===== config.mk =====
export PLATFORM = sky130hd
export DESIGN_NAME = utf8_stream_decoder_top
export DESIGN_NICKNAME = d
export VERILOG_FILES = /design/src/hdl/u8dec_pkg.sv /design/src/hdl/utf8_stream_decoder_top.sv
export SDC_FILE = /design/constraint.sdc
export NUM_CORES = 1
export LEC_CHECK = 0
export ABC_AREA = 1
export BUFFER_PORTS_ARGS = -buffer_cell sky130_fd_sc_hd__buf_2
export CAP_MARGIN = 20
export CELL_PAD_IN_SITES_DETAIL_PLACEMENT = 1
export CELL_PAD_IN_SITES_GLOBAL_PLACEMENT = 1
export CORE_MARGIN = 4
export CORE_UTILIZATION = 40
export CTS_BUF_LIST = sky130_fd_sc_hd__clkbuf_16
export CTS_CLUSTER_DIAMETER = 30
export CTS_CLUSTER_SIZE = 28
export DETAILED_ROUTE_END_ITERATION = 8
export PLACE_DENSITY_LB_ADDON = 0.15
export REMOVE_ABC_BUFFERS = 1
export SLEW_MARGIN = 25
export SYNTH_ARGS = -nofsm -noshare
export SYNTH_HDL_FRONTEND = slang
export SYNTH_SLANG_ARGS = --single-unit

===== constraint.sdc =====
create_clock -name clk -period 4.87 [get_ports clk]
set_clock_uncertainty 0.2 [all_clocks]
set_input_delay 0.2435 -clock clk [delete_from_list [all_inputs] [get_ports clk]]
set_output_delay 0.2435 -clock clk [all_outputs]
set_load 0.005 [all_outputs]

===== src/hdl/u8dec_pkg.sv =====
// ----------------------------------------------------------------------------
// u8dec_pkg
// Shared types and constants for the UTF-8 stream decoder.
// ----------------------------------------------------------------------------
package u8dec_pkg;

    localparam int unsigned CP_W      = 21;
    localparam int unsigned BYTE_W    = 8;
    localparam int unsigned LEFT_W    = 2;
    localparam int unsigned QDEPTH    = 3;
    localparam int unsigned QCNT_W    = 2;

    localparam logic [CP_W-1:0] CP_MAX            = 21'h10FFFF;
    localparam logic [CP_W-1:0] SURR_LO           = 21'h00D800;
    localparam logic [CP_W-1:0] SURR_HI           = 21'h00DFFF;
    localparam logic [CP_W-1:0] RESET_REPLACEMENT = 21'h00005F;  // '_'

    // One decoded result as held in the output queue
    typedef struct packed {
        logic [CP_W-1:0] code_point;
        logic            was_error;
        logic            run_last;
        logic            string_done;
    } result_t;

endpackage


===== src/hdl/utf8_stream_decoder_top.sv =====
// ----------------------------------------------------------------------------
// utf8_stream_decoder_top
// Byte-wise UTF-8 decoder with error substitution and end-of-string flush.
// ----------------------------------------------------------------------------
//
//  channel | handshake            | payload
//  --------+----------------------+--------------------------------------------
//  input   | in_valid / in_ready  | data_byte[7:0], end_of_string
//  output  | out_valid / out_ready| code_point[20:0], was_error, run_last,
//          |                      | string_done
//  config  | cfg_valid / cfg_ready| replacement_char[20:0]
//
//  One byte is taken per cycle while in_ready is high, and results leave
//  one per cycle while out_ready is high. Decode is a single shallow pass
//  from the input port into a three-entry result queue. in_ready decodes
//  the count register: high while at most one word is queued, so a byte
//  whose two results would not fit is held off. A one-result byte streams
//  at one word per cycle with out_ready high; a two-result byte holds off
//  the next byte until one word is left. rst_n clears the open sequence,
//  the queue and sets replacement_char to '_'. cfg_ready is always high.
//
module utf8_stream_decoder_top
    import u8dec_pkg::*;
(
    input  logic              clk,
    input  logic              rst_n,

    input  logic              in_valid,
    output logic              in_ready,
    input  logic [BYTE_W-1:0] data_byte,
    input  logic              end_of_string,

    output logic              out_valid,
    input  logic              out_ready,
    output logic [CP_W-1:0]   code_point,
    output logic              was_error,
    output logic              run_last,
    output logic              string_done,

    input  logic              cfg_valid,
    output logic              cfg_ready,
    input  logic [CP_W-1:0]   replacement_char
);

    // Decoder state
    logic [CP_W-1:0]   repl_reg;
    logic [CP_W-1:0]   partial_reg,  partial_next;
    logic [LEFT_W-1:0] left_reg,     left_next;

    // Result queue, head at entry 0
    result_t           queue_reg [QDEPTH];
    result_t           queue_next [QDEPTH];
    logic [QCNT_W-1:0] count_reg,    count_next;

    // Decode outputs for the accepted byte
    result_t           res0, res1;
    logic [1:0]        num_res;

    logic              accept;
    logic              pop;
    logic              is_cont;
    logic [CP_W-1:0]   joined;
    logic              bad_value;
    logic [QCNT_W-1:0] base;

    assign accept    = in_valid && in_ready;
    assign pop       = out_valid && out_ready;
    assign cfg_ready = 1'b1;
    assign in_ready  = (count_reg <= QCNT_W'(1));

    assign out_valid   = (count_reg != '0);
    assign code_point  = queue_reg[0].code_point;
    assign was_error   = queue_reg[0].was_error;
    assign run_last    = queue_reg[0].run_last;
    assign string_done = queue_reg[0].string_done;

    assign is_cont   = (data_byte[7:6] == 2'b10);
    assign joined    = {partial_reg[CP_W-7:0], data_byte[5:0]};
    assign bad_value = (joined > CP_MAX) || (joined >= SURR_LO && joined <= SURR_HI);

    // ------------------------------------------------------------------
    // Decode: up to two results per byte, in order res0, res1
    // ------------------------------------------------------------------
    always_comb
    begin
        logic            restart;
        logic            emit_a;
        logic            err_a;
        logic [CP_W-1:0] cp_a;
        logic            emit_b;
        logic            err_b;
        logic [CP_W-1:0] cp_b;
        logic            emit_c;

        restart      = 1'b0;
        emit_a       = 1'b0;
        err_a        = 1'b0;
        cp_a         = '0;
        emit_b       = 1'b0;
        err_b        = 1'b0;
        cp_b         = '0;
        emit_c       = 1'b0;
        partial_next = partial_reg;
        left_next    = left_reg;

        // Open sequence: extend it or break it
        if (left_reg != '0)
        begin
            if (is_cont)
            begin
                partial_next = joined;
                left_next    = left_reg - LEFT_W'(1);
                if (left_reg == LEFT_W'(1))
                begin
                    emit_a       = 1'b1;
                    err_a        = bad_value;
                    cp_a         = bad_value ? repl_reg : joined;
                    partial_next = '0;
                end
            end
            else
            begin
                emit_a       = 1'b1;
                err_a        = 1'b1;
                cp_a         = repl_reg;
                partial_next = '0;
                left_next    = '0;
                restart      = 1'b1;
            end
        end
        else
        begin
            restart = 1'b1;
        end

        // Byte taken as a lead
        if (restart)
        begin
            if (!data_byte[7])
            begin
                emit_b = 1'b1;
                cp_b   = CP_W'(data_byte);
            end
            else if (data_byte[7:5] == 3'b110)
            begin
                partial_next = CP_W'(data_byte[4:0]);
                left_next    = LEFT_W'(1);
            end
            else if (data_byte[7:4] == 4'b1110)
            begin
                partial_next = CP_W'(data_byte[3:0]);
                left_next    = LEFT_W'(2);
            end
            else if (data_byte[7:3] == 5'b11110)
            begin
                partial_next = CP_W'(data_byte[2:0]);
                left_next    = LEFT_W'(3);
            end
            else
            begin
                // lone continuation or 0xF8 and up
                emit_b = 1'b1;
                err_b  = 1'b1;
                cp_b   = repl_reg;
            end
        end

        // End of string flushes an open sequence
        if (end_of_string && left_next != '0)
        begin
            emit_c       = 1'b1;
            partial_next = '0;
            left_next    = '0;
        end

        // Pack in order; at most two of the three are ever set
        res0    = '0;
        res1    = '0;
        num_res = 2'd0;
        if (emit_a)
        begin
            res0    = '{code_point: cp_a, was_error: err_a, run_last: 1'b0,
                        string_done: 1'b0};
            num_res = 2'd1;
            if (emit_b)
            begin
                res1    = '{code_point: cp_b, was_error: err_b, run_last: 1'b0,
                            string_done: 1'b0};
                num_res = 2'd2;
            end
            else if (emit_c)
            begin
                res1    = '{code_point: repl_reg, was_error: 1'b1, run_last: 1'b0,
                            string_done: 1'b0};
                num_res = 2'd2;
            end
        end
        else if (emit_b)
        begin
            res0    = '{code_point: cp_b, was_error: err_b, run_last: 1'b0,
                        string_done: 1'b0};
            num_res = 2'd1;
        end
        else if (emit_c)
        begin
            res0    = '{code_point: repl_reg, was_error: 1'b1, run_last: 1'b0,
                        string_done: 1'b0};
            num_res = 2'd1;
        end

        if (num_res == 2'd2)
        begin
            res1.run_last    = 1'b1;
            res1.string_done = end_of_string;
        end
        else
        begin
            res0.run_last    = 1'b1;
            res0.string_done = end_of_string;
        end
    end

    // ------------------------------------------------------------------
    // Queue update: shift out on pop, append new results behind
    // ------------------------------------------------------------------
    always_comb
    begin
        logic [1:0] pushed;

        pushed = accept ? num_res : 2'd0;
        base   = count_reg - QCNT_W'(pop);

        for (int i = 0; i < QDEPTH; i++)
        begin
            if (pop && i < QDEPTH - 1)
                queue_next[i] = queue_reg[i+1];
            else
                queue_next[i] = queue_reg[i];

            if (pushed != 2'd0 && base == QCNT_W'(i))
                queue_next[i] = res0;
            if (pushed == 2'd2 && base + QCNT_W'(1) == QCNT_W'(i))
                queue_next[i] = res1;
        end

        count_next = base + QCNT_W'(pushed);
    end

    always_ff @(posedge clk or negedge rst_n)
    begin
        if (!rst_n)
        begin
            repl_reg    <= RESET_REPLACEMENT;
            partial_reg <= '0;
            left_reg    <= '0;
            count_reg   <= '0;
        end
        else
        begin
            if (cfg_valid && cfg_ready)
                repl_reg <= replacement_char;
            if (accept)
            begin
                partial_reg <= partial_next;
                left_reg    <= left_next;
            end
            count_reg <= count_next;
        end
    end

    always_ff @(posedge clk)
    begin
        queue_reg <= queue_next;
    end

`ifndef SYNTHESIS
    // A byte is only taken when both of its possible results fit
    a_room: assert property (@(posedge clk) disable iff (!rst_n)
        accept |-> count_reg <= QCNT_W'(1))
        else $error("byte accepted without queue room");

    // End of string always leaves no open sequence
    a_eos_clears: assert property (@(posedge clk) disable iff (!rst_n)
        accept && end_of_string |=> left_reg == '0)
        else $error("sequence left open after end of string");

    // End of string always produces a final word
    a_eos_emits: assert property (@(posedge clk) disable iff (!rst_n)
        accept && end_of_string |=> out_valid)
        else $error("end of string gave no result");

    // The final word of a string closes its byte's run
    a_done_last: assert property (@(posedge clk) disable iff (!rst_n)
        out_valid && string_done |-> run_last)
        else $error("string_done without run_last");
`endif

endmodule

==> impl_metrics.yaml, run 1 <==
logic_synthesis:
  synth_top_cells_by_area: "edfxtp_1 31%, nand2_1 15%, dfrtp_1 12%"
  synthesis.area_um2: 6930
  yosys_warnings: 0
  ys_async_sr_fraction_pct: 35.7
  ys_ff_latch: 112
  netlist.area_leader.share_pct: 31.2
  avgSynthCellArea_um2: 7.72
  yosysTopAreaCell: "edfxtp_1"
  yosysMostFrequentCell: "nand2_1"
  syn_inst: 898
  synth_edf_count: 72
  ys_top_cells_by_count: "284 x nand2_1, 108 x nor2_1, 99 x nand3_1, 72 x edfxtp_1, 64 x inv_1"
  ys_types: 43
  ys.flop_type: "edfxtp_1"
  synth-seq-area-share_pct: 45.7
clocking:
  clock_sinks: 112
  root_buffer: "clkbuf_16"
  cts_max_level: 3
  clkTransAtPathRegs_ns: 0.08
  cts_tree: "yes"
  clkLatencyLatePin_ns: 0.36
  cts_buffers: 9
  clock_path_buffers: 2
hold_path:
  hold_start: "data_byte[1]"
  hold_class: "input port to register"
final_layout:
  diodes: 0
  layout.nets: 987
  final_core_util_pct: 46.6
  syn2layout_area_growth_pct: 12.7
  largest_reg_flops: 48
  drive_gt1_share_pct: 14.7
job:
  max_cap_viol_count: 0
setup_path:
  critPathLaunchType: "register"
  crit_fanout: 15
  crit_required_ns: 4.74
  critPathKind: "register to register"
  crit_start: "left_reg[0]"
  slowest_delay_ns: 0.80
  r2r_start: "left_reg[0]"
  cp-end-kind: "register"
  path_delay_family: "simple AND/OR/NAND/NOR gates"
  cpMaxStageDelayCell: "o31ai_4"
  critPathBufInv: 5
  crit_path_cell_trace: "inv_1, ha_1, inv_1, nand3_1, nand2_1, nor2_1, nand4_4, nand2_1, buf_4, nand2_1, ha_1, inv_1, nor2_1, nor2_1, o31ai_4, buf_4"
  worstPathArrival_ns: 4.04
floorplan:
  die_h_um: 140
  io-pin-count: 62
  die_w_um: 140
  die_area_um2: 19500
  fp-row-count: 47
  initial_core_util_pct: 41.4
  core_um2: 16800
global_routing:
  grt_pass1_wl_um: 35600
  grt_max_degree: 43
  gr-usage-all-layers_pct: 22.7
  antenna_found_initial: 0
  grt.overflow.total: 0
  grt_pass1_vias: 6730
power_and_ir_drop:
  power_leakage_nw: 3.45
  clkPwrFrac_pct: 17.5
  pwr_density_cell_nw_per_um2: 522
  p_seq_share_pct: 39.3
  comb_power_share_pct: 43.1
  ir_drop_mv: 0.254
  p_total_mw: 4.08
  p_switching_mw: 1.68
  p_int_mw: 2.40
  swShare_pct: 41.1
detailed_routing:
  firstDrtPassIters: 5
  routedWlPerCell_um: 18.9
  vias: 6389
  drt_iter0_drc: 364
  viasPerCell: 5.46
  totalWireLength_um: 22100
  postRouteAntennaNets: 0
  drc: 0
sta:
  drv_slew: 0
  hold_ws_ns: 0.0162
  hold_viol: 0
  rsz0062_at_grt: "false"
  layout_min_cycle_time_ns: 4.17
  setup_viol: 0
  finalCritPeriodShare_pct: 85.7
  max_freq_mhz: 240
  slew_headroom_pct: 34.4
  worstMarginPinSlew_ns: 0.982
placement:
  port_buffers: 60
  hpwlAfterDp_um: 15200
  gp_congestion: 0.845
outcome:
  outcome: "finished clean"
cells by family after synthesis:
kind of cell / share of synthesized area, %
XOR/XNOR: 0.379
adder cells (fa/ha/maj): 1.26
other: 0.0541
AND/OR/NAND/NOR: 33.6
AO/OA/AOI/OAI: 9.76
buffers and inverters: 9.18
flip-flops: 45.7
metal layers:
metal / track usage, % / share of wire (%) / vias up
li1: - / - / 3037
met1: 29.0 / 44 / 3163
met2: 40.2 / 50 / 159
met3: 2.40 / 3.8 / 30
met4: 8.01 / 2.1 / 0
met5: 0 / 0 / -
placed cells by master (no fill, tap or decap), types with 21 or more instances in the layout:
cell type,n
dfrtp_1,34
nand3_1,99
buf_2,59
nor2_1,105
dlygate4sd3_1,22
edfxtp_1,72
o21ai_0,42
nand2_1,284
inv_1,64
o22ai_1,21
layout make-up:
type                       count  area [um^2]
timing repair buffer          99          663
clock buffer                   9          225
clock inverter                 7         47.5
multi-input combinational    650         3160
tap                          220          275
fill                        2074         8940
sequential                   112         3170
inverter                      73          277
repair_timing:
item                      in CTS  in global routing
setup buffers                  0                  0
hold endpoints to repair      55                  0
hold buffers                  22                  0
resized for setup              0                  0
power by group through the flow:
stage | logic [mW] | registers [mW] | clock network [mW]
detailed placement | 1.75 | 1.63 | 0
finish | 1.76 | 1.61 | 0.715
global placement | 1.68 | 1.61 | 0
CTS | 1.78 | 1.61 | 0.736
global route | 1.97 | 1.64 | 0.776
floorplan | 1.06 | 1.62 | 0
through the flow:
stage	cell area [um^2]	worst slack [ns]	std cells	setup TNS (ns)
detailed placement	7320	0.682	1132	0
CTS	7820	0.663	1170	0
finish	7820	0.698	1170	0
floorplan	6570	-0.212	835	-9.44
global route	7820	0.453	1170	0
global placement	7320	0.910	1132	0
worst min-delay path, cell delays in order:
cell	delay [ns]
buf_2	0.11
a22oi_1	0.07
o22ai_1	0.11
path summary, 6_finish.rpt:
kind	endpoint	slack, ns	depth (start not counted)
worst max-delay path	queue_reg[17]	0.70	16
max in group asynchronous	partial_reg[13]	3.84	2
worst min register to register	repl_reg[2]	0.33	2
worst min-delay path	partial_reg[1]	0.02	3
min in group asynchronous	left_reg[1]	0.22	2
worst max register to register	queue_reg[17]	0.70	16
Note: power is estimated with default switching activity, not from simulation.
==> run 2: changes to the inputs <==
--- a/config.mk
+++ b/config.mk
@@ -11,7 +11,7 @@
 export CELL_PAD_IN_SITES_DETAIL_PLACEMENT = 1
 export CELL_PAD_IN_SITES_GLOBAL_PLACEMENT = 1
 export CORE_MARGIN = 4
-export CORE_UTILIZATION = 40
+export CORE_UTILIZATION = 48
 export CTS_BUF_LIST = sky130_fd_sc_hd__clkbuf_16
 export CTS_CLUSTER_DIAMETER = 30
 export CTS_CLUSTER_SIZE = 28
==> constraint.sdc (replaced) <==
create_clock -name clk -period 5 [get_ports clk]
set_clock_uncertainty 0.2 [all_clocks]
set_input_delay 0.25 -clock clk [delete_from_list [all_inputs] [get_ports clk]]
set_output_delay 0.25 -clock clk [all_outputs]
set_load 0.005 [all_outputs]
==> run 2 against run 1 <==
Compared with the run above:
- first-iteration DRC count is 23% higher
- setup slack better by 0.054 ns
- non-clock buffer count is 3 lower
- wire length down 0.16%
- critical path type unchanged
- largest cell class unchanged
==> impl_metrics.yaml, run 2 (synthesized netlist as in run 1, its figures left out) <==
sta:
  fin_ws_ns: 0.753
  layout_min_cycle_time_ns: 4.25
  max_freq_mhz: 235
  hold_viol: 0
  hold_ws_ns: 0.0508
  slew_headroom_pct: 46.4
  setup_viol: 0
  drv_slew: 0
  worstMarginPinSlew_ns: 0.802
  finalCritPeriodShare_pct: 84.9
  fin_setup_tns_ns: 0
  rsz0062_at_grt: "false"
clocking:
  hold_buffers: 22
  cts_resized: 0
  clock_sinks: 112
  clkLatencyLatePin_ns: 0.36
  cts_max_level: 3
  root_buffer: "clkbuf_16"
  post_cts_buffers: 0
  clock_path_buffers: 2
  cts_buffers: 9
  clkTransAtPathRegs_ns: 0.07
  cts_tree: "yes"
setup_path:
  cp-end-kind: "register"
  cpMaxStageDelayCell: "dfrtp_1"
  r2r_slack_ns: 0.75
  critPathKind: "register to register"
  cpMostUsedCell: "nand2_1"
  crit_fanout: 34
  path_delay_family: "simple AND/OR/NAND/NOR gates"
  worstPathArrival_ns: 4.16
  critPathLaunchType: "register"
  crit_path_cell_trace: "inv_1, ha_1, nor2_1, nand2_1, nand2_1, nor2_1, nand4_4, nand2_1, nand2_1, ha_1, inv_1, nor2_1, nor2_1, nor2_2, buf_4, or2_2, nand3_1, nand2_1"
  critPathBufInv: 3
  crit_required_ns: 4.92
  slowest_delay_ns: 0.44
job:
  max_cap_viol_count: 0
power_and_ir_drop:
  power_leakage_nw: 3.45
  ir_drop_mv: 0.321
  pwr_density_cell_nw_per_um2: 517
  p_total_mw: 4.01
detailed_routing:
  drt_iter0_drc: 449
  postRouteAntennaNets: 0
  vias: 6538
  viasPerCell: 5.80
  drc: 0
  firstDrtPassIters: 5
  totalWireLength_um: 22100
  routedWlPerCell_um: 19.6
floorplan:
  initial_core_util_pct: 49.6
  core_um2: 14000
  fp-row-count: 43
  io-pin-count: 62
  die_h_um: 128
  die_w_um: 128
  die_area_um2: 16400
placement:
  post-place-cells: 1089
  gp_congestion: 0.857
  hpwlAfterDp_um: 14700
  port_buffers: 60
  pre_cts_slack_ns: 0.824
hold_path:
  hold_class: "input port to register"
global_routing:
  grt.overflow.total: 0
  antenna_found_initial: 0
  grt_pass1_vias: 7121
  grt_pass1_wl_um: 35900
  grt_max_degree: 43
  gr-usage-all-layers_pct: 27.7
final_layout:
  largest_reg_flops: 48
  n_fill_cell: 1773
  final_common_cell: "nand2_1"
  stdcell_count: 1127
  layout.nets: 984
  diodes: 0
  final_cell_mix: "284 x nand2_1, 105 x nor2_1, 99 x nand3_1, 72 x edfxtp_1, 66 x inv_1"
  drive_gt1_share_pct: 14.1
  syn2layout_area_growth_pct: 11.8
outcome:
  outcome: "finished clean"
run 2: worst min-delay path, cell delays in order:
cell     delay (ns)
buf_2          0.12
a22oi_1        0.07
o22ai_1        0.11
run 2: layout make-up:
cell class | instances | area, um^2 | area share, %
flip-flops and latches | 112 | 3170 | 40.9
well taps | 180 | 225 | 2.90
clock buffers | 9 | 225 | 2.90
inverters | 73 | 277 | 3.57
clock inverters | 7 | 56.3 | 0.726
multi-input cells | 650 | 3160 | 40.7
repair buffers | 96 | 641 | 8.26
run 2: layer usage:
layer	global-route usage, %	part of all wire (%)	up-vias	wire length (um)
met1	32.4	40	3191	8770
met2	49.6	51	244	11300
met4	10.7	3.2	0	705
met5	0	0	-	0
li1	-	-	3040	-
met3	5.83	5.7	63	1260
run 2: path summary, 6_finish.rpt:
path | from | to | cells past startpoint
max | left_reg[0] | queue_reg[32] | 18
min | data_byte[1] | partial_reg[1] | 3
max reg2reg | left_reg[0] | queue_reg[32] | 18
min reg2reg | repl_reg[2] | repl_reg[2] | 2
max in group asynchronous | rst_n | repl_reg[19] | 2
min in group asynchronous | rst_n | count_reg[1] | 2
run 2: report_power, final:
group | switching [mW] | leakage, nW | internal, mW
Sequential | 0.118 | 1.19 | 1.45
Clock | 0.337 | 0.149 | 0.382
Combinational | 1.17 | 2.12 | 0.548
Total | 1.63 | 3.45 | 2.38
run 2: through the flow:
step           cell area [um^2]  util (%)
2_1_floorplan              6570         -
3_3_place_gp               7250      51.8
3_5_place_dp               7250      51.8
4_1_cts                    7750      55.4
5_1_grt                    7750      55.4
6_report                   7750      55.4
==> run 3: changes to the inputs <==
--- a/config.mk
+++ b/config.mk
@@ -11,7 +11,7 @@
 export CELL_PAD_IN_SITES_DETAIL_PLACEMENT = 1
 export CELL_PAD_IN_SITES_GLOBAL_PLACEMENT = 1
 export CORE_MARGIN = 4
-export CORE_UTILIZATION = 48
+export CORE_UTILIZATION = 40
 export CTS_BUF_LIST = sky130_fd_sc_hd__clkbuf_16
 export CTS_CLUSTER_DIAMETER = 30
 export CTS_CLUSTER_SIZE = 28
==> constraint.sdc (replaced) <==
create_clock -name clk -period 3.7 [get_ports clk]
set_clock_uncertainty 0.2 [all_clocks]
set_input_delay 0.185 -clock clk [delete_from_list [all_inputs] [get_ports clk]]
set_output_delay 0.185 -clock clk [all_outputs]
set_load 0.005 [all_outputs]
==> run 3 against run 2 <==
Compared with the run above:
- wire length down 1.8%
- critical path type unchanged
- clock-buffer cell count unchanged
- clock power up 46%
- fmax up 23%
- register-to-register slack worse by 0.51 ns
- power up 37%
- combinational power up 34%
- global-route usage down 5.5 points
- non-clock buffer count up 7
- sequential share of layout area down 0.84 points
- cell count up 4.2%
==> impl_metrics.yaml, run 3 (synthesized netlist as in run 1, its figures left out) <==
final_layout:
  stdcell_count: 1174
  final_area_um2: 7920
  layout.nets: 991
  final_common_cell: "nand2_1"
  largest_reg_flops: 48
  syn2layout_area_growth_pct: 14.2
  drive_gt1_share_pct: 14.5
  final_cell_mix: "284 x nand2_1, 104 x nor2_1, 99 x nand3_1, 72 x edfxtp_1, 67 x inv_1"
  diodes: 0
clocking:
  post_cts_buffers: 0
  cts_tree: "yes"
  root_buffer: "clkbuf_16"
  cts_max_level: 3
  clkTransAtPathRegs_ns: 0.07
  clock_path_buffers: 2
  clock_sinks: 112
  clkLatencyLatePin_ns: 0.36
  cts_buffers: 9
setup_path:
  rr_endpoint: "queue_reg[33]"
  worstPathArrival_ns: 3.37
  ff2ff_path_depth: 18
  crit_fanout: 22
  r2r_slack_ns: 0.24
  critPathLaunchType: "register"
  r2r_start: "left_reg[0]"
  critPathKind: "register to register"
  crit_required_ns: 3.61
  cp-end-kind: "register"
placement:
  post-place-cells: 1133
  place_area_um2: 7350
  port_buffers: 60
  gp_congestion: 0.846
  pre_cts_slack_ns: 0.124
  hpwlAfterDp_um: 14600
detailed_routing:
  routedWlPerCell_um: 18.5
  top_layer_used: "met4"
  wl_met3_um: 1010
  viasPerCell: 5.40
  firstDrtPassIters: 5
  drt_iter0_drc: 418
  postRouteAntennaNets: 0
  drt-met1-wl_um: 9570
  totalWireLength_um: 21700
  wl_met2_um: 10600
  vias: 6341
  drc: 0
floorplan:
  fp-row-count: 47
  io-pin-count: 62
  die_h_um: 140
  core_um2: 16800
  die_w_um: 140
  initial_core_util_pct: 41.4
  die_area_um2: 19500
power_and_ir_drop:
  power_leakage_nw: 3.50
  pwr_density_cell_nw_per_um2: 692
  ir_drop_mv: 0.375
global_routing:
  grt_pass1_wl_um: 34600
  antenna_found_initial: 0
  grt_pass1_vias: 6600
  gr-usage-all-layers_pct: 22.2
  grt_max_degree: 43
  grt.overflow.total: 0
sta:
  drv_slew: 0
  hold_viol: 0
  slew_headroom_pct: 43.5
  hold_ws_ns: 0.0828
  setup_viol: 0
  fin_ws_ns: 0.240
  max_freq_mhz: 289
  rsz0062_at_grt: "true"
  worstMarginPinSlew_ns: 0.846
  finalCritPeriodShare_pct: 93.5
  layout_min_cycle_time_ns: 3.46
  fin_setup_tns_ns: 0
hold_path:
  hold_start: "data_byte[5]"
  min_path_cells: 4
  min_to: "left_reg[0]"
  hold_class: "input port to register"
job:
  max_cap_viol_count: 0
outcome:
  outcome: "finished clean"
-- run 3: stage by stage --
stage	total power, mW	util, %
floorplan	3.53	-
global placement	4.31	43.9
detailed placement	4.42	43.9
CTS	5.50	47.2
global route	5.87	47.2
finish	5.47	47.2
-- run 3: routing by layer --
layer  global-route usage (%)  vias up
met5                        0        -
met1                     28.8     3095
met3                     3.84       30
met4                     6.78        0
met2                     38.0      179
li1                         -     3037
-- run 3: critical path: stages, from the launching register on --
cell and delay [ns]:
dfrtp_1 0.44, inv_1 0.13, ha_1 0.23, nor2_1 0.06
nand2_1 0.06, nand2_1 0.06, nor2_1 0.21, nand4_4 0.12
nand2_1 0.10, nand2_1 0.11, ha_1 0.31, inv_1 0.07
nor2_1 0.06, nor2_2 0.27, nor2_2 0.10, buf_4 0.23
or2_2 0.31, nand3_1 0.08, nand2_1 0.05
-- run 3: cell type report --
class                   instances  area (um^2)
multi-input cells             650         3160
well taps                     220          275
repair buffers                103          727
fillers                      2089         8840
inverters                      73          277
clock buffers                   9          225
clock inverters                 7         80.1
flip-flops and latches        112         3170
-- run 3: how the worst max path moves through the flow --
| stage | start | end | slack (ns) | cells past startpoint |
|---|---|---|---|---|
| final | left_reg[0] | queue_reg[33] | 0.24 | 18 |
| after global routing | left_reg[0] | queue_reg[28] | -0.003 | 18 |
| after CTS | left_reg[0] | queue_reg[33] | 0.10 | 18 |
| after detailed placement | left_reg[0] | queue_reg[33] | 0.12 | 18 |
| after global placement | left_reg[1] | queue_reg[33] | 0.30 | 18 |
| after floorplan | left_reg[0] | queue_reg[24] | -1.38 | 15 |
-- run 3: power breakdown --
group | switching, mW | internal, mW
Sequential | 0.154 | 1.96
Clock | 0.468 | 0.585
Combinational | 1.54 | 0.768
-- run 3: timing repair --
item / CTS / global route
endpoints found under the setup margin: 0 / 43
resized for setup: 0 / 2
hold buffers: 25 / 0
hold endpoints to repair: 41 / 0
